### src/assert_macros.svh
// Assertion macros shared by the credential lock RTL files.
`ifndef ASSERT_MACROS_SVH
`define ASSERT_MACROS_SVH

`ifndef SYNTHESIS

// Checks that a condition holds at every clock edge outside reset.
`define CEL_ASSERT_ALWAYS(lbl, expr, msg) \
  lbl: assert property (@(posedge clk) disable iff (rst) (expr)) else $error(msg);

// Checks that a condition implies another one in the same cycle.
`define CEL_ASSERT_SAME(lbl, ante, cons, msg) \
  lbl: assert property (@(posedge clk) disable iff (rst) (ante) |-> (cons)) else $error(msg);

// Checks that a condition implies another one in the next cycle.
`define CEL_ASSERT_NEXT(lbl, ante, cons, msg) \
  lbl: assert property (@(posedge clk) disable iff (rst) (ante) |=> (cons)) else $error(msg);

`else

`define CEL_ASSERT_ALWAYS(lbl, expr, msg)
`define CEL_ASSERT_SAME(lbl, ante, cons, msg)
`define CEL_ASSERT_NEXT(lbl, ante, cons, msg)

`endif

`endif

### src/cel_pkg.sv
// Shared constants and types of the credential lock.
package cel_pkg;

  localparam int MAX_LEN = 20;
  localparam int IDX_W   = (MAX_LEN > 1) ? $clog2(MAX_LEN) : 1;
  localparam int LEN_W   = $clog2(MAX_LEN + 1);
  localparam int MINL_W  = 5;
  localparam int CMP_W   = (LEN_W > MINL_W) ? LEN_W : MINL_W;
  localparam int TRIES_W = 4;
  localparam int SECS_W  = 4;
  localparam int BYTE_W  = 8;

  // Command codes of the input word.
  localparam logic [1:0] CMD_KEY    = 2'd0;
  localparam logic [1:0] CMD_TICK   = 2'd1;
  localparam logic [1:0] CMD_ENROLL = 2'd2;

  // Special characters.
  localparam logic [7:0] KEY_CR    = 8'h0D;
  localparam logic [7:0] KEY_SI    = 8'h0F;
  localparam logic [7:0] KEY_BKSP  = 8'h08;

  // Event codes of the result word.
  localparam logic [3:0] EV_NONE     = 4'd0;
  localparam logic [3:0] EV_ECHO     = 4'd1;
  localparam logic [3:0] EV_ERASE    = 4'd2;
  localparam logic [3:0] EV_DONE     = 4'd3;
  localparam logic [3:0] EV_SHORT    = 4'd4;
  localparam logic [3:0] EV_OK       = 4'd5;
  localparam logic [3:0] EV_FAIL     = 4'd6;
  localparam logic [3:0] EV_LOCK     = 4'd7;
  localparam logic [3:0] EV_TICK     = 4'd8;
  localparam logic [3:0] EV_UNLOCK   = 4'd9;
  localparam logic [3:0] EV_ENROLLED = 4'd10;

  // Configuration register indexes.
  localparam logic [1:0] REG_TRIES_LIMIT = 2'd0;
  localparam logic [1:0] REG_MIN_LENGTH  = 2'd1;
  localparam logic [1:0] REG_LOCK_SECS   = 2'd2;

  // Request from the control logic to the byte sweep unit.
  typedef struct packed {
    logic             start;
    logic             copy;
    logic [LEN_W-1:0] len;
  } sweep_req_t;

  // Completion status of the byte sweep unit.
  typedef struct packed {
    logic done;
    logic match;
  } sweep_stat_t;

endpackage

### src/cel_ram.sv
// Generic single-write, single-read RAM with registered read data.
module cel_ram #(
  parameter int WIDTH = 8,
  parameter int DEPTH = 20
) (
  input  logic                                      clk,
  input  logic                                      we,
  input  logic [((DEPTH > 1) ? $clog2(DEPTH) : 1)-1:0] waddr,
  input  logic [WIDTH-1:0]                          wdata,
  input  logic [((DEPTH > 1) ? $clog2(DEPTH) : 1)-1:0] raddr,
  output logic [WIDTH-1:0]                          rdata
);

  logic [WIDTH-1:0] mem [DEPTH];

  always_ff @(posedge clk) begin
    if (we) begin
      mem[waddr] <= wdata;
    end
    rdata <= mem[raddr];
  end

endmodule

### src/cel_sweep.sv
// Byte sweep unit: compares or copies a line one byte per cycle.
`include "assert_macros.svh"

module cel_sweep (
  input  logic                            clk,
  input  logic                            rst,
  input  cel_pkg::sweep_req_t             req,
  input  logic [cel_pkg::BYTE_W-1:0]      entry_data,
  input  logic [cel_pkg::BYTE_W-1:0]      stored_data,
  output logic [cel_pkg::IDX_W-1:0]       rd_addr,
  output logic                            st_we,
  output logic [cel_pkg::IDX_W-1:0]       st_addr,
  output logic [cel_pkg::BYTE_W-1:0]      st_data,
  output cel_pkg::sweep_stat_t            stat
);

  logic                        busy;
  logic                        op_copy;
  logic [cel_pkg::LEN_W-1:0]   cnt;
  logic [cel_pkg::LEN_W-1:0]   len_r;
  logic                        pend;
  logic                        pend_last;
  logic [cel_pkg::IDX_W-1:0]   pend_addr;
  logic                        same;
  logic                        eq;
  logic                        last_issue;

  assign rd_addr    = cnt[cel_pkg::IDX_W-1:0];
  assign last_issue = (cnt + cel_pkg::LEN_W'(1)) == len_r;
  assign eq         = entry_data == stored_data;

  // Read data arrives in the cycle after its address; it is written back or compared then.
  assign st_we   = pend && op_copy;
  assign st_addr = pend_addr;
  assign st_data = entry_data;

  assign stat.done  = pend && pend_last;
  assign stat.match = op_copy || (same && eq);

  always_ff @(posedge clk) begin
    if (rst) begin
      busy <= 1'b0;
      pend <= 1'b0;
    end else begin
      pend <= busy;
      if (req.start) begin
        busy <= 1'b1;
      end else if (busy && last_issue) begin
        busy <= 1'b0;
      end
    end
  end

  always_ff @(posedge clk) begin
    if (req.start) begin
      cnt     <= '0;
      len_r   <= req.len;
      op_copy <= req.copy;
      same    <= 1'b1;
    end else begin
      if (busy) begin
        cnt <= cnt + cel_pkg::LEN_W'(1);
      end
      if (pend && !eq) begin
        same <= 1'b0;
      end
    end
    pend_addr <= cnt[cel_pkg::IDX_W-1:0];
    pend_last <= last_issue;
  end

  `CEL_ASSERT_SAME(a_start_idle, req.start, !busy && !pend, "sweep started while busy")
  `CEL_ASSERT_NEXT(a_busy_feeds, busy, pend, "issued read produced no data cycle")
  `CEL_ASSERT_SAME(a_done_single, stat.done, !busy, "sweep done while still issuing")

endmodule

### src/credential_entry_lock_top.sv
// Top level of the credential lock: line editing, enrollment, sign-in and lockout.
//
// Input words arrive on s_tvalid/s_tready: s_tuser carries the command (key byte,
// one-second tick or begin enrollment) and s_tdata the key byte. Every accepted
// input word gives exactly one result word on m_tvalid/m_tready: m_tuser holds
// the event code, m_tdata the echoed byte, the tries left and the lockout
// seconds left. Configuration is written through cfg_we, cfg_index and cfg_data;
// the user must do so only while the block is idle, as the block does not enforce it.
// There is no read-back. Most words finish in the cycle they are accepted, and
// their result is valid the next cycle. An Enter that checks or stores a line
// sweeps the line through one shared byte unit over the line RAMs, one byte per
// cycle, and its result is registered when the unit reports the last byte done.
// The block accepts one word at a time: s_tready is low during a sweep, and low
// while a result waits in the output register and the receiver holds m_tready low.
// Synchronous reset returns to sign-in username entry with empty lines, the
// configuration registers at their defaults and the tries left at the tries limit.
// Stored credentials are held in RAMs that reset does not clear.
`include "assert_macros.svh"

module credential_entry_lock_top (
  input  logic        clk,
  input  logic        rst,
  // Input stream.
  input  logic        s_tvalid,
  output logic        s_tready,
  input  logic [7:0]  s_tdata,   // [7:0] key_byte
  input  logic [1:0]  s_tuser,   // [1:0] cmd
  // Result stream.
  output logic        m_tvalid,
  input  logic        m_tready,
  output logic [15:0] m_tdata,   // [7:0] echo_byte, [11:8] tries_left, [15:12] seconds_left
  output logic [3:0]  m_tuser,   // [3:0] event_res
  // Configuration write port.
  input  logic        cfg_we,
  input  logic [1:0]  cfg_index,
  input  logic [4:0]  cfg_data
);

  // Operating modes.
  localparam logic [2:0] M_USER     = 3'd0;
  localparam logic [2:0] M_PASS     = 3'd1;
  localparam logic [2:0] M_ENR_USER = 3'd2;
  localparam logic [2:0] M_ENR_PASS = 3'd3;
  localparam logic [2:0] M_ERR_USER = 3'd4;
  localparam logic [2:0] M_ERR_PASS = 3'd5;
  localparam logic [2:0] M_LOCK     = 3'd6;

  // Sequencer states.
  localparam logic S_IDLE  = 1'b0;
  localparam logic S_SWEEP = 1'b1;

  localparam int LW = cel_pkg::LEN_W;
  localparam int IW = cel_pkg::IDX_W;
  localparam int TW = cel_pkg::TRIES_W;
  localparam int SW = cel_pkg::SECS_W;
  localparam int BW = cel_pkg::BYTE_W;

  // Configuration registers.
  logic [TW-1:0]              tries_limit;
  logic [cel_pkg::MINL_W-1:0] min_length;
  logic [SW-1:0]              lock_secs;

  // Control state and its next values.
  logic          state, state_next;
  logic [2:0]    mode, mode_next;
  logic [LW-1:0] entry_len, entry_len_next;
  logic [LW-1:0] user_len, user_len_next;
  logic [LW-1:0] pass_len, pass_len_next;
  logic          user_match, user_match_next;
  logic [TW-1:0] tries, tries_next;
  logic [SW-1:0] lock_cnt, lock_cnt_next;

  // Result register.
  logic          m_valid;
  logic [3:0]    out_ev;
  logic [BW-1:0] out_echo;
  logic [TW-1:0] out_tries;
  logic [SW-1:0] out_secs;

  // Step signals.
  logic          accept;
  logic          enter;
  logic          back;
  logic [BW-1:0] key;
  logic          emit;
  logic [3:0]    ev;
  logic [BW-1:0] echo;
  logic          fin;
  logic          fin_match;
  logic [TW-1:0] tries_dec;
  logic          is_signin;
  logic          len_eq;
  logic          too_short;
  logic          sel_pass;

  // RAM and sweep signals.
  logic                 ent_we;
  logic [BW-1:0]        ent_rd;
  logic [BW-1:0]        user_rd;
  logic [BW-1:0]        pass_rd;
  logic [BW-1:0]        stored_rd;
  logic [IW-1:0]        rd_addr;
  logic                 sw_we;
  logic [IW-1:0]        sw_addr;
  logic [BW-1:0]        sw_data;
  cel_pkg::sweep_req_t  req;
  cel_pkg::sweep_stat_t stat;

  assign key    = s_tdata;
  assign enter  = (key == cel_pkg::KEY_CR) || (key == cel_pkg::KEY_SI);
  assign back   = key == cel_pkg::KEY_BKSP;
  assign accept = s_tvalid && s_tready;

  assign s_tready = (state == S_IDLE) && (!m_valid || m_tready);
  assign m_tvalid = m_valid;
  assign m_tuser  = out_ev;
  assign m_tdata  = {out_secs, out_tries, out_echo};

  assign is_signin = (mode == M_USER) || (mode == M_PASS);
  assign sel_pass  = (mode == M_PASS) || (mode == M_ENR_PASS);
  assign len_eq    = entry_len == ((mode == M_USER) ? user_len : pass_len);
  assign too_short = cel_pkg::CMP_W'(entry_len) < cel_pkg::CMP_W'(min_length);
  assign tries_dec = (tries != '0) ? (tries - TW'(1)) : '0;
  assign stored_rd = sel_pass ? pass_rd : user_rd;

  always_comb begin
    state_next      = state;
    mode_next       = mode;
    entry_len_next  = entry_len;
    user_len_next   = user_len;
    pass_len_next   = pass_len;
    user_match_next = user_match;
    tries_next      = tries;
    lock_cnt_next   = lock_cnt;
    ev              = cel_pkg::EV_NONE;
    echo            = '0;
    emit            = 1'b0;
    fin             = 1'b0;
    fin_match       = 1'b0;
    ent_we          = 1'b0;
    req.start       = 1'b0;
    req.copy        = !is_signin;
    req.len         = entry_len;

    if (state == S_IDLE) begin
      if (accept) begin
        emit = 1'b1;
        case (s_tuser)
          cel_pkg::CMD_TICK: begin
            if (mode == M_LOCK) begin
              if (lock_cnt <= SW'(1)) begin
                lock_cnt_next = '0;
                tries_next    = tries_limit;
                mode_next     = M_USER;
                ev            = cel_pkg::EV_UNLOCK;
              end else begin
                lock_cnt_next = lock_cnt - SW'(1);
                ev            = cel_pkg::EV_TICK;
              end
            end
          end
          cel_pkg::CMD_ENROLL: begin
            if (mode != M_LOCK) begin
              mode_next      = M_ENR_USER;
              entry_len_next = '0;
            end
          end
          cel_pkg::CMD_KEY: begin
            if ((mode == M_ERR_USER) || (mode == M_ERR_PASS)) begin
              // Only Enter clears the error and restarts the same line.
              if (enter) begin
                mode_next      = (mode == M_ERR_USER) ? M_ENR_USER : M_ENR_PASS;
                entry_len_next = '0;
              end
            end else if (mode != M_LOCK) begin
              if (entry_len == '0) begin
                if (!enter && !back) begin
                  ent_we         = 1'b1;
                  entry_len_next = LW'(1);
                  ev             = cel_pkg::EV_ECHO;
                  echo           = key;
                end
              end else if (enter) begin
                if (is_signin) begin
                  // Equal lengths need the byte compare; otherwise the check fails now.
                  if (len_eq) begin
                    emit       = 1'b0;
                    req.start  = 1'b1;
                    state_next = S_SWEEP;
                  end else begin
                    emit = 1'b0;
                    fin  = 1'b1;
                  end
                end else if (too_short) begin
                  mode_next      = (mode == M_ENR_USER) ? M_ERR_USER : M_ERR_PASS;
                  entry_len_next = '0;
                  ev             = cel_pkg::EV_SHORT;
                end else begin
                  // Long enough: copy the line into the stored credential.
                  emit       = 1'b0;
                  req.start  = 1'b1;
                  state_next = S_SWEEP;
                end
              end else if (back) begin
                entry_len_next = entry_len - LW'(1);
                ev             = cel_pkg::EV_ERASE;
              end else if (entry_len < LW'(cel_pkg::MAX_LEN)) begin
                ent_we         = 1'b1;
                entry_len_next = entry_len + LW'(1);
                ev             = cel_pkg::EV_ECHO;
                echo           = key;
              end
            end
          end
          default: begin
          end
        endcase
      end
    end else if (stat.done) begin
      fin        = 1'b1;
      fin_match  = stat.match;
      state_next = S_IDLE;
    end

    // End of a line: apply the check or store its result.
    if (fin) begin
      emit           = 1'b1;
      entry_len_next = '0;
      case (mode)
        M_USER: begin
          user_match_next = fin_match;
          mode_next       = M_PASS;
          ev              = cel_pkg::EV_DONE;
        end
        M_PASS: begin
          if (user_match && fin_match) begin
            mode_next = M_USER;
            ev        = cel_pkg::EV_OK;
          end else begin
            tries_next = tries_dec;
            if (tries_dec != '0) begin
              mode_next = M_USER;
              ev        = cel_pkg::EV_FAIL;
            end else begin
              mode_next     = M_LOCK;
              lock_cnt_next = lock_secs;
              ev            = cel_pkg::EV_LOCK;
            end
          end
        end
        M_ENR_USER: begin
          user_len_next = entry_len;
          mode_next     = M_ENR_PASS;
          ev            = cel_pkg::EV_DONE;
        end
        default: begin
          pass_len_next = entry_len;
          mode_next     = M_USER;
          ev            = cel_pkg::EV_ENROLLED;
        end
      endcase
    end
  end

  always_ff @(posedge clk) begin
    if (rst) begin
      tries_limit <= TW'(3);
      min_length  <= cel_pkg::MINL_W'(6);
      lock_secs   <= SW'(6);
      state       <= S_IDLE;
      mode        <= M_USER;
      entry_len   <= '0;
      user_len    <= '0;
      pass_len    <= '0;
      user_match  <= 1'b1;
      tries       <= TW'(3);
      lock_cnt    <= '0;
      m_valid     <= 1'b0;
    end else begin
      if (cfg_we) begin
        case (cfg_index)
          cel_pkg::REG_TRIES_LIMIT: tries_limit <= cfg_data[TW-1:0];
          cel_pkg::REG_MIN_LENGTH:  min_length  <= cfg_data[cel_pkg::MINL_W-1:0];
          cel_pkg::REG_LOCK_SECS:   lock_secs   <= cfg_data[SW-1:0];
          default: begin
          end
        endcase
      end
      state      <= state_next;
      mode       <= mode_next;
      entry_len  <= entry_len_next;
      user_len   <= user_len_next;
      pass_len   <= pass_len_next;
      user_match <= user_match_next;
      tries      <= tries_next;
      lock_cnt   <= lock_cnt_next;
      if (emit) begin
        m_valid <= 1'b1;
      end else if (m_tready) begin
        m_valid <= 1'b0;
      end
    end
  end

  always_ff @(posedge clk) begin
    if (emit) begin
      out_ev    <= ev;
      out_echo  <= echo;
      out_tries <= tries_next;
      out_secs  <= lock_cnt_next;
    end
  end

  // Line being typed.
  cel_ram #(.WIDTH(BW), .DEPTH(cel_pkg::MAX_LEN)) u_entry_ram (
    .clk   (clk),
    .we    (ent_we),
    .waddr (entry_len[IW-1:0]),
    .wdata (key),
    .raddr (rd_addr),
    .rdata (ent_rd)
  );

  // Enrolled username.
  cel_ram #(.WIDTH(BW), .DEPTH(cel_pkg::MAX_LEN)) u_user_ram (
    .clk   (clk),
    .we    (sw_we && !sel_pass),
    .waddr (sw_addr),
    .wdata (sw_data),
    .raddr (rd_addr),
    .rdata (user_rd)
  );

  // Enrolled password.
  cel_ram #(.WIDTH(BW), .DEPTH(cel_pkg::MAX_LEN)) u_pass_ram (
    .clk   (clk),
    .we    (sw_we && sel_pass),
    .waddr (sw_addr),
    .wdata (sw_data),
    .raddr (rd_addr),
    .rdata (pass_rd)
  );

  cel_sweep u_sweep (
    .clk         (clk),
    .rst         (rst),
    .req         (req),
    .entry_data  (ent_rd),
    .stored_data (stored_rd),
    .rd_addr     (rd_addr),
    .st_we       (sw_we),
    .st_addr     (sw_addr),
    .st_data     (sw_data),
    .stat        (stat)
  );

  `CEL_ASSERT_SAME(a_sweep_blocks_input, state == S_SWEEP, !s_tready, "input taken during sweep")
  `CEL_ASSERT_SAME(a_lock_count_mode, lock_cnt != '0, mode == M_LOCK, "lockout count outside lockout")
  `CEL_ASSERT_SAME(a_done_in_sweep, stat.done, state == S_SWEEP, "sweep finished while idle")
  `CEL_ASSERT_SAME(a_result_free, fin, !m_valid || m_tready, "result overwrites a waiting word")

endmodule
### config.mk
export PLATFORM = sky130hd
export DESIGN_NAME = credential_entry_lock_top
export DESIGN_NICKNAME = d
export VERILOG_FILES = /design/src/cel_pkg.sv /design/src/cel_ram.sv /design/src/cel_sweep.sv /design/src/credential_entry_lock_top.sv
export VERILOG_INCLUDE_DIRS = /design/src /design/src/src
export SDC_FILE = /design/constraint.sdc
export NUM_CORES = 1
export LEC_CHECK = 0
export BUFFER_PORTS_ARGS = -buffer_cell sky130_fd_sc_hd__buf_4
export CAP_MARGIN = 10
export CORE_ASPECT_RATIO = 0.6
export CORE_MARGIN = 3
export CORE_UTILIZATION = 35
export DETAILED_ROUTE_END_ITERATION = 16
export MAX_ROUTING_LAYER = met4
export PLACE_DENSITY_LB_ADDON = 0.25
export SLEW_MARGIN = 25
export SYNTH_ARGS = -nofsm -noshare
export SYNTH_HDL_FRONTEND = slang
export SYNTH_HIERARCHICAL = 1
export SYNTH_SLANG_ARGS = --single-unit
### constraint.sdc
create_clock -name clk -period 2.95 [get_ports clk]
set_clock_uncertainty 0.1 [all_clocks]
set_input_delay 0.4425 -clock clk [delete_from_list [all_inputs] [get_ports clk]]
set_output_delay 0.4425 -clock clk [all_outputs]
set_load 0.005 [all_outputs]
== Word level (Yosys, flattened, before mapping) ==
Memory sizes are Yosys's and may differ from the RTL's. A register that Yosys moved wholly into a read port is not among the register bits.
Cells that the tools add are included.

* Add/sub/neg operators: 5
* Order comparisons: 3
* Equality and inequality tests: 34
* Multiplexer cells: 128
* Bitwise logic cells: 5
* Reduce and logical (&&, ||, !) cells: 46

{| class="wikitable"
|+ Operators by type and width
! cell !! count
|-
| 2-to-1 mux 4 bit || 26
|-
| 2-to-1 mux 1 bit || 60
|-
| 2-to-1 mux 5 bit || 12
|-
| 2-to-1 mux 3 bit || 17
|-
| 2-to-1 mux 8 bit || 6
|-
| == test 8 x 4 -> 1 bit, second input constant || 3
|-
| != test 4 bit, second input constant || 6
|-
| != test 3 bit, second input constant || 6
|-
| one-hot mux 3 bit (3 select lines) || 2
|-
| one-hot mux 4 bit (2 select lines) || 2
|-
| != test 5 bit, second input constant || 3
|-
| AND reduction 12 bit || 1
|-
| AND reduction 2 bit || 6
|-
| nonzero test 4 bit || 3
|-
| logical AND 1 bit || 11
|-
| adder 5 x 1 -> 5 bit, second input constant || 2
|-
| == test 5 bit || 2
|-
| one-hot mux 5 bit (2 select lines) || 1
|-
| AND reduction 10 bit || 1
|-
| == test 3 bit, second input constant || 3
|-
| == test 8 bit || 1
|-
| nonzero test 2 bit || 4
|-
| subtractor 4 x 1 -> 4 bit, second input constant || 2
|-
| == test 3 x 2 -> 1 bit, second input constant || 2
|-
| 20 further kinds || 39
|}

* Register bits: 82
* Bits in writable memories: 480
* Bits of input ports: 22
* Output and inout port bits: 22
* Word-level logic and storage cells: 248
* Memories kept: 3

{| class="wikitable"
|+ Memories
! memory !! words !! bits a word !! rd ports !! clocked after Yosys merged registers in !! write ports !! RTL line !! text
|-
| u_entry_ram.mem || 20 || 8 || 1 || 1 || 1 || cel_ram.sv:14 || <nowiki>logic [WIDTH-1:0] mem [DEPTH];</nowiki>
|-
| u_pass_ram.mem || 20 || 8 || 1 || 1 || 1 || cel_ram.sv:14 ||
|-
| u_user_ram.mem || 20 || 8 || 1 || 1 || 1 || cel_ram.sv:14 ||
|}

== Longest topological paths before layout ==
Gate-level depths: netlist of run 1.

* Depth after elaboration: 14
* Gate-level depth with buffers: 13
* Mapped depth without buffers: 10

== By module ==
The synthesis of run 1 kept the hierarchy.

{| class="wikitable"
|+ Modules (own cells, without submodules)
! module !! times used !! cells each !! area each (um2) !! seq. area each (um2)
|-
| cel_ram || 3 || 308 || 6,482.5 || 4,964.8
|-
| credential_entry_lock_top || 1 || 375 || 3,447.1 || 1,441.4
|-
| cel_sweep || 1 || 78 || 880.8 || 460.4
|}

== Worst setup path before layout of run 1 ==
No wires, ideal clock.

* Path type: register to register
* Start point: reg mode[2]
* End point: reg out_tries[2], data pin
* Setup time: 272 ps
* Data arrival time: 2,852 ps
* Data required time: 2,578 ps
* Slack: -274 ps
* Cell stages (with the launch flop): 14
* Path buffers: 3
* Clock period less this slack: 3,224 ps
* Path through: dfxtp_1 > clkbuf_1 > nand2b_1 > clkbuf_1 > mux2_2 > xnor2_1 > nand4_1 > nor3_1 > or2_2 > nand4_1 > o311ai_1 > buf_6 > o311ai_0 > nand3_1

{| class="wikitable"
|+ RTL lines
! element !! RTL line !! text
|-
| start: declaration || credential_entry_lock_top.sv:65 || <nowiki>logic [2:0] mode, mode_next;</nowiki>
|-
| start signal: assignment || credential_entry_lock_top.sv:290 || <nowiki>mode <= mode_next;</nowiki>
|-
| end signal: assignment || credential_entry_lock_top.sv:309 || <nowiki>out_tries <= tries_next;</nowiki>
|-
| end: declaration || credential_entry_lock_top.sv:77 || <nowiki>logic [TW-1:0] out_tries;</nowiki>
|}

==> impl_metrics.json, run 1 <==
{
  "place_inst": 2392,
  "ys_async_sr_fraction_pct": 0,
  "routedWlPerCell_um": 23.2,
  "syn_nets": 1413,
  "hold_end": "m_tvalid",
  "grt_pass1_wl_um": 86000,
  "yosys.area_share.simple_pct": 6.24,
  "required_ns": 3.33,
  "rr_startpoint": "mode[2]",
  "ys_warn_count": 6,
  "fin_setup_tns_ns": 0,
  "final_area_sq_um": 27800,
  "fmax_mhz": 350,
  "slew_headroom_pct": 39.7,
  "critical_path.endpoint_type": "register",
  "rows": 73,
  "die-area_sq_um": 71200,
  "insertion_delay_ns": 0.61,
  "fin_crit_ns": 2.86,
  "synth_compound_area_share_pct": 4.65,
  "num_vias": 13000,
  "final_util_pct": 41.6,
  "fp.dieH_um": 208,
  "crit_chain": "nand2b_4, buf_12, mux2_2, xnor2_1, nand4_1, nor3_2, buf_4, or2_4, nand4_1, o311ai_2, buf_4, mux2_4, or2_1",
  "ant_nets": 0,
  "status": "completed",
  "antenna_found_initial": 0,
  "dr.pass1.iters": 8,
  "layout_common_cells": "edfxtp_1, buf_4, nor2_1",
  "dr.first_iter.drc_count": 1265,
  "slew_violations": 0,
  "fill_cells": 5994,
  "avgSynthCellArea_sq_um": 17.3,
  "start_util_pct": 35.7,
  "crit_path_max_incr_delay_ns": 0.34,
  "viasPerCell": 5.21,
  "startpoint": "mode[2]",
  "ys_seq_elements": 586,
  "cts.htree.levels": 2,
  "rr_worst_depth": 13,
  "clkTransAtPathRegs_ns": 0.06,
  "fin_crit_sh_pct": 96.8,
  "synthXorXnorAreaFrac_pct": 0.958,
  "yosysSeqAreaShare_pct": 70.6,
  "layout_commonest_cell": "edfxtp_1",
  "hp-start": "m_tready",
  "wl_um": 57900,
  "maxCapViolCount": 0,
  "synth-adder-area-share_pct": 0.768,
  "critPathMaxFanout": 8,
  "crit_arrival_ns": 3.23,
  "fin_nets": 1590,
  "leakage_nw": 9.95,
  "rsz0062_at_grt": "true",
  "ioPinCount": 44,
  "synth_edf_count": 506,
  "cts.sinks": 586,
  "ys_types": 69,
  "drive_gt1_share_pct": 24.7,
  "start_kind": "register",
  "overflow": 0,
  "synth_top_family_by_area": "multiplexers",
  "r2r-end": "tries[0]",
  "hp-class": "input pin to register",
  "hpwlAfterDp_um": 38200,
  "synthesis.area_sq_um": 23800,
  "rrSetupSlack_ns": 0.09,
  "grt_util_all_layers_pct": 16.6,
  "cp_slowest_cell": "mux2_2",
  "layoutNonFillerInstCount": 2500,
  "setup_viol": 0,
  "dpl_cell_area_sq_um": 25900,
  "worstMarginPinSlew_ns": 0.901,
  "grt_max_degree": 41,
  "ir_worst_vdd_uv": 403,
  "synthFlopType": "edfxtp_1",
  "clockBufferDepth": 3,
  "syn_inst": 1377,
  "portBuffers": 43,
  "cts_root_buffer": "clkbuf_16",
  "grt_pass1_vias": 13000,
  "area_growth_pct": 16.8,
  "synth_mux_area_share_pct": 14.2,
  "hold_path_depth": 3,
  "coreArea_sq_um": 66700,
  "crit_type": "register to register",
  "die_w_um": 342,
  "power.density_nw_per_um2": 574,
  "cts_tree": "done",
  "numCtsBuffers": 53,
  "post-route-drc-count": 0,
  "gp_congestion": 0.878,
  "hold_violations": 0
}
## power breakdown
part / switching, mW / internal [mW] / leakage (nW) / total [mW]
Clock: 3.01 / 3.61 / 0.821 / 6.62
Combinational: 0.213 / 0.142 / 3.91 / 0.355
Sequential: 0.0217 / 8.95 / 5.22 / 8.97
Total: 3.25 / 12.7 / 9.95 / 15.9
## sequential cells by signal, summed over array words and instances, names as in the netlist, 3 cells and up
register and count:
entry_len 5, lock_cnt 4, lock_secs 4, m_tuser 4, min_length 5, mode 3, out_echo 8, out_secs 4
out_tries 4, pass_len 5, tries 4, tries_limit 4, u_entry_ram/mem 160, u_entry_ram/rdata 8, u_pass_ram/mem 160, u_pass_ram/rdata 8
u_sweep/len_r 5, u_sweep/rd_addr 5, u_sweep/st_addr 5, u_user_ram/mem 160, u_user_ram/rdata 8, user_len 5
## routing by layer
metal / track usage [%] / vias to the layer above / share of wire [%]
met1: 26.4 / 6708 / 51
met4: 2.59 / 0 / 1.3
met3: 4.42 / 67 / 8.2
met2: 21.2 / 433 / 40
li1: - / 5818 / -
met5: - / - / 0
## cell type report
class	count	area, sq um	share of cell area, %
clock inverter	24	165	0.595
inverter	21	78.8	0.284
multi-input combinational	700	6560	23.6
sequential	586	16800	60.6
timing repair buffer	192	1540	5.54
antenna	1	2.50	0.00901
clock buffer	76	1480	5.35
tap	900	1130	4.06
## worst max path at each step
stage | endpoint | slack (ns) | cells after the start
6_report | tries[0] | 0.09 | 13
5_1_grt | lock_cnt[0] | -0.05 | 14
4_1_cts | lock_cnt[2] | 0.002 | 14
3_5_place_dp | out_tries[2] | -0.34 | 9
3_3_place_gp | out_tries[2] | -0.41 | 9
2_1_floorplan | out_tries[2] | -0.03 | 8
## cell usage after synthesis (13+ instances only)
library cell / number / area, sq um
a21oi_1: 28 / 140
a221oi_1: 22 / 193
clkbuf_1: 27 / 101
dfxtp_1: 80 / 1600
edfxtp_1: 506 / 15200
ha_1: 13 / 163
inv_1: 21 / 78.8
mux2i_1: 95 / 951
mux4_1: 33 / 867
mux4_2: 63 / 1420
nand2_1: 58 / 218
nand2b_1: 13 / 81.3
nand3_1: 17 / 85.1
nand3b_1: 14 / 105
nor2_1: 108 / 405
nor2b_1: 15 / 93.8
nor3_1: 16 / 80.1
o211ai_1: 22 / 165
o21ai_0: 24 / 120
xnor2_1: 15 / 131
## kinds of logic (layout without fill, tap and decap cells)
kind of cell               Yosys count  count (layout)
buffers and inverters               91             313
adders and majority gates           14              14
xor gates and xnor gates            26              26
muxes                              203             203
and+or+nand+nor                    300             300
AOI/OAI and AO/OA                  157             157
other                                0               1
DFF                                586             586
## timing repair
item / in CTS / in global routing
hold buffers: 5 / 0
endpoints found under the setup margin: 15 / 50
endpoints found under the hold margin: 7 / 0
pin swaps: 0 / 7
buffers inserted: 0 / 1
gates resized for setup: 6 / 26
cloned: 0 / 1
## critical path, delay by kind of cell, from the launching register on
family / cells / cell delay [ns]
AOI/OAI and AO/OA: 1 / 0.10
DFF: 1 / 0.32
xor gates and xnor gates: 1 / 0.17
buffers and inverters: 3 / 0.52
and+or+nand+nor: 6 / 0.90
muxes: 2 / 0.65
## metrics by stage
stage	setup slack (ns)	hold slack [ns]	total power, mW
floorplan	-0.0305	0.326	9.30
global placement	-0.407	0.346	9.48
detailed placement	-0.341	0.352	9.49
CTS	0.00231	0.0816	16.2
global route	-0.0503	0.120	16.5
finish	0.0944	0.114	15.9
No activity file was read; power rests on OpenSTA's default activity.
==> inputs of run 2 (changes only) <==
--- a/config.mk
+++ b/config.mk
@@ -17,5 +17,4 @@
 export SLEW_MARGIN = 25
 export SYNTH_ARGS = -nofsm -noshare
 export SYNTH_HDL_FRONTEND = slang
-export SYNTH_HIERARCHICAL = 1
 export SYNTH_SLANG_ARGS = --single-unit
==> run 2 against run 1 <==
Compared with the run above:
- final cell count decreased by 5.2%
- sequential share of layout area increased by 0.49 points
- non-clock buffer count increased by 1
- highest routed layer unchanged
- power increased by 1.8%
- largest power group unchanged
- setup slack improved by 0.072 ns
- critical path type unchanged
- register-to-register slack improved by 0.07 ns
==> impl_metrics.json, run 2 <==
{
  "status": "completed",
  "rows": 72,
  "gp_congestion": 0.847,
  "clkTransAtPathRegs_ns": 0.07,
  "synth_most_common_cell": "edfxtp_1",
  "cts.sinks": 586,
  "dr.first_iter.drc_count": 1175,
  "synthFlopType": "edfxtp_1",
  "crit_path_max_incr_delay_ns": 0.51,
  "ys_async_sr_fraction_pct": 0,
  "grt_max_degree": 42,
  "yosysSeqAreaShare_pct": 72.1,
  "power.density_nw_per_um2": 589,
  "slew_violations": 0,
  "viasPerCell": 5.17,
  "synth-adder-area-share_pct": 0.785,
  "routedWlPerCell_um": 23.1,
  "cts.htree.levels": 2,
  "crit_type": "register to register",
  "cts_tree": "done",
  "die-area_sq_um": 69800,
  "start_kind": "register",
  "switching_power_mw": 3.21,
  "ir_worst_vdd_uv": 359,
  "rr_worst_depth": 7,
  "worstMarginPinSlew_ns": 0.849,
  "dr.pass1.iters": 8,
  "synthesis.area_sq_um": 23300,
  "yosys.area.top_type_share_pct": 65.3,
  "n_antenna_cell": 0,
  "numCtsBuffers": 54,
  "avgSynthCellArea_sq_um": 18.7,
  "synthTopCellsByCount": "edfxtp_1, mux4_2, nor2_1",
  "portBuffers": 43,
  "fp.dieH_um": 206,
  "synth_area_leaders": "edfxtp_1, mux4_2, dfxtp_1",
  "ys_seq_elements": 586,
  "ioPinCount": 44,
  "critPathMaxFanout": 8,
  "layoutNonFillerInstCount": 2370,
  "slew_headroom_pct": 43.4,
  "ys_warn_count": 0,
  "critical_path.endpoint_type": "register",
  "cts_root_buffer": "clkbuf_16",
  "synth_edf_count": 506,
  "fin_crit_ns": 2.78,
  "maxCapViolCount": 0,
  "clkPwrFrac_pct": 42.7,
  "leakage_nw": 9.41,
  "crit_chain": "nor2b_1, nor3b_2, nand2_1, nor4b_4, buf_4, nand3_1, nor2_2",
  "die_w_um": 339,
  "cp_slowest_cell": "nor2_2",
  "drive_gt1_share_pct": 31.2,
  "grt_util_all_layers_pct": 16.3,
  "fin_nets": 1474,
  "antenna_found_initial": 2,
  "insertion_delay_ns": 0.59,
  "ys_types": 69,
  "coreArea_sq_um": 65100,
  "area_growth_pct": 18.2,
  "fmax_mhz": 359,
  "synth_top_family_by_area": "multiplexers",
  "synth_compound_area_share_pct": 2.68,
  "crit_arrival_ns": 2.92,
  "grt_pass1_vias": 12200,
  "start_util_pct": 35.7,
  "p_seq_share_pct": 55.2,
  "syn_nets": 1284,
  "swShare_pct": 19.8,
  "hold_violations": 0,
  "layout_common_cells": "edfxtp_1, buf_4, mux4_2",
  "num_vias": 12300,
  "power.internal_mw": 13.0,
  "hpwlAfterDp_um": 36500,
  "wl_um": 54800,
  "synth_area_leader_cell": "edfxtp_1",
  "synth_mux_area_share_pct": 16.3,
  "reg_top3": "u_entry_ram.mem x160, u_pass_ram.mem x160, u_user_ram.mem x160",
  "setup_viol": 0,
  "grt_pass1_wl_um": 81900,
  "syn_inst": 1248,
  "pwr-share-comb_pct": 2.0,
  "place_inst": 2264,
  "yosys.area_share.simple_pct": 5.58,
  "required_ns": 3.08,
  "clockBufferDepth": 3,
  "hp-class": "input pin to register",
  "overflow": 0,
  "ant_nets": 0,
  "post-route-drc-count": 0,
  "synthXorXnorAreaFrac_pct": 1.17,
  "whs_ns": 0.101,
  "layout_commonest_cell": "edfxtp_1",
  "hold_path_depth": 1,
  "fin_crit_sh_pct": 94.4
}
==> run 2: critical path: cells and delay by family (launching register included) <==
family	cells	cell delay [ns]
buf+inv	1	0.18
simple gates	6	1.83
flops	1	0.31
==> run 2: power groups by stage <==
stage          clock, mW  sequential, mW  combinational [mW]
2_1_floorplan          0            9.14               0.134
3_3_place_gp           0            9.14               0.317
5_1_grt             7.48            8.96               0.361
3_5_place_dp           0            9.14               0.319
6_report            6.93            8.96               0.331
4_1_cts             7.17            8.96               0.325
==> run 2: cells by family after synthesis <==
group | after synthesis
buffers and inverters | 75
adder cells (fa/ha/maj) | 14
flip-flops | 586
AND/OR/NAND/NOR | 259
AO/OA/AOI/OAI | 87
XOR/XNOR | 31
multiplexers | 196
==> run 2: layout make-up <==
class                           instances  area [sq um]
Sequential cell                       586         16800
Inverter                               16          60.1
Multi-Input combinational cell        587          6230
Timing Repair Buffer                  193          1590
Tap cell                              888          1110
Fill cell                            5709         37600
Clock inverter                         32           274
Clock buffer                           68          1470
==> run 2: path summary, 6_finish.rpt <==
check | slack (ns) | startpoint | to
worst max register to register | 0.17 | m_tvalid | u_entry_ram.mem[9][4]
worst max-delay path | 0.17 | m_tvalid | u_entry_ram.mem[9][4]
worst min-delay path | 0.10 | s_tdata[2] | u_entry_ram.mem[8][2]
worst min register to register | 0.37 | tries_limit[1] | tries_limit[1]
==> run 2: metrics by stage <==
| stage | worst slack, ns | utilization, % | setup TNS, ns | power [mW] | cell area [sq um] |
|---|---|---|---|---|---|
| final | 0.166 | 42.3 | 0 | 16.2 | 27500 |
| after floorplan | 0.0901 | - | 0 | 9.28 | 23300 |
| after detailed placement | -0.201 | 39.4 | -5.95 | 9.46 | 25700 |
| after global placement | -0.131 | 39.4 | -3.77 | 9.46 | 25700 |
| after CTS | -0.0872 | 42.2 | -1.70 | 16.5 | 27500 |
| after global routing | -0.000418 | 42.3 | -0.000902 | 16.8 | 27500 |
==> run 2: metal layers <==
metal	global-route usage (%)	vias to the layer above	part of all wire (%)
met1	25.6	6458	51
met4	2.78	0	1.4
li1	-	5399	-
met2	21.9	324	41
met3	3.15	69	6.3
met5	-	-	0
==> run 2: timing repair <==
action | in CTS | in global routing
endpoints found under the setup margin | 32 | 100
pin swaps | 0 | 1
gates resized for setup | 0 | 13
hold endpoints to repair | 10 | 0
hold buffers | 5 | 0
setup buffers | 0 | 1
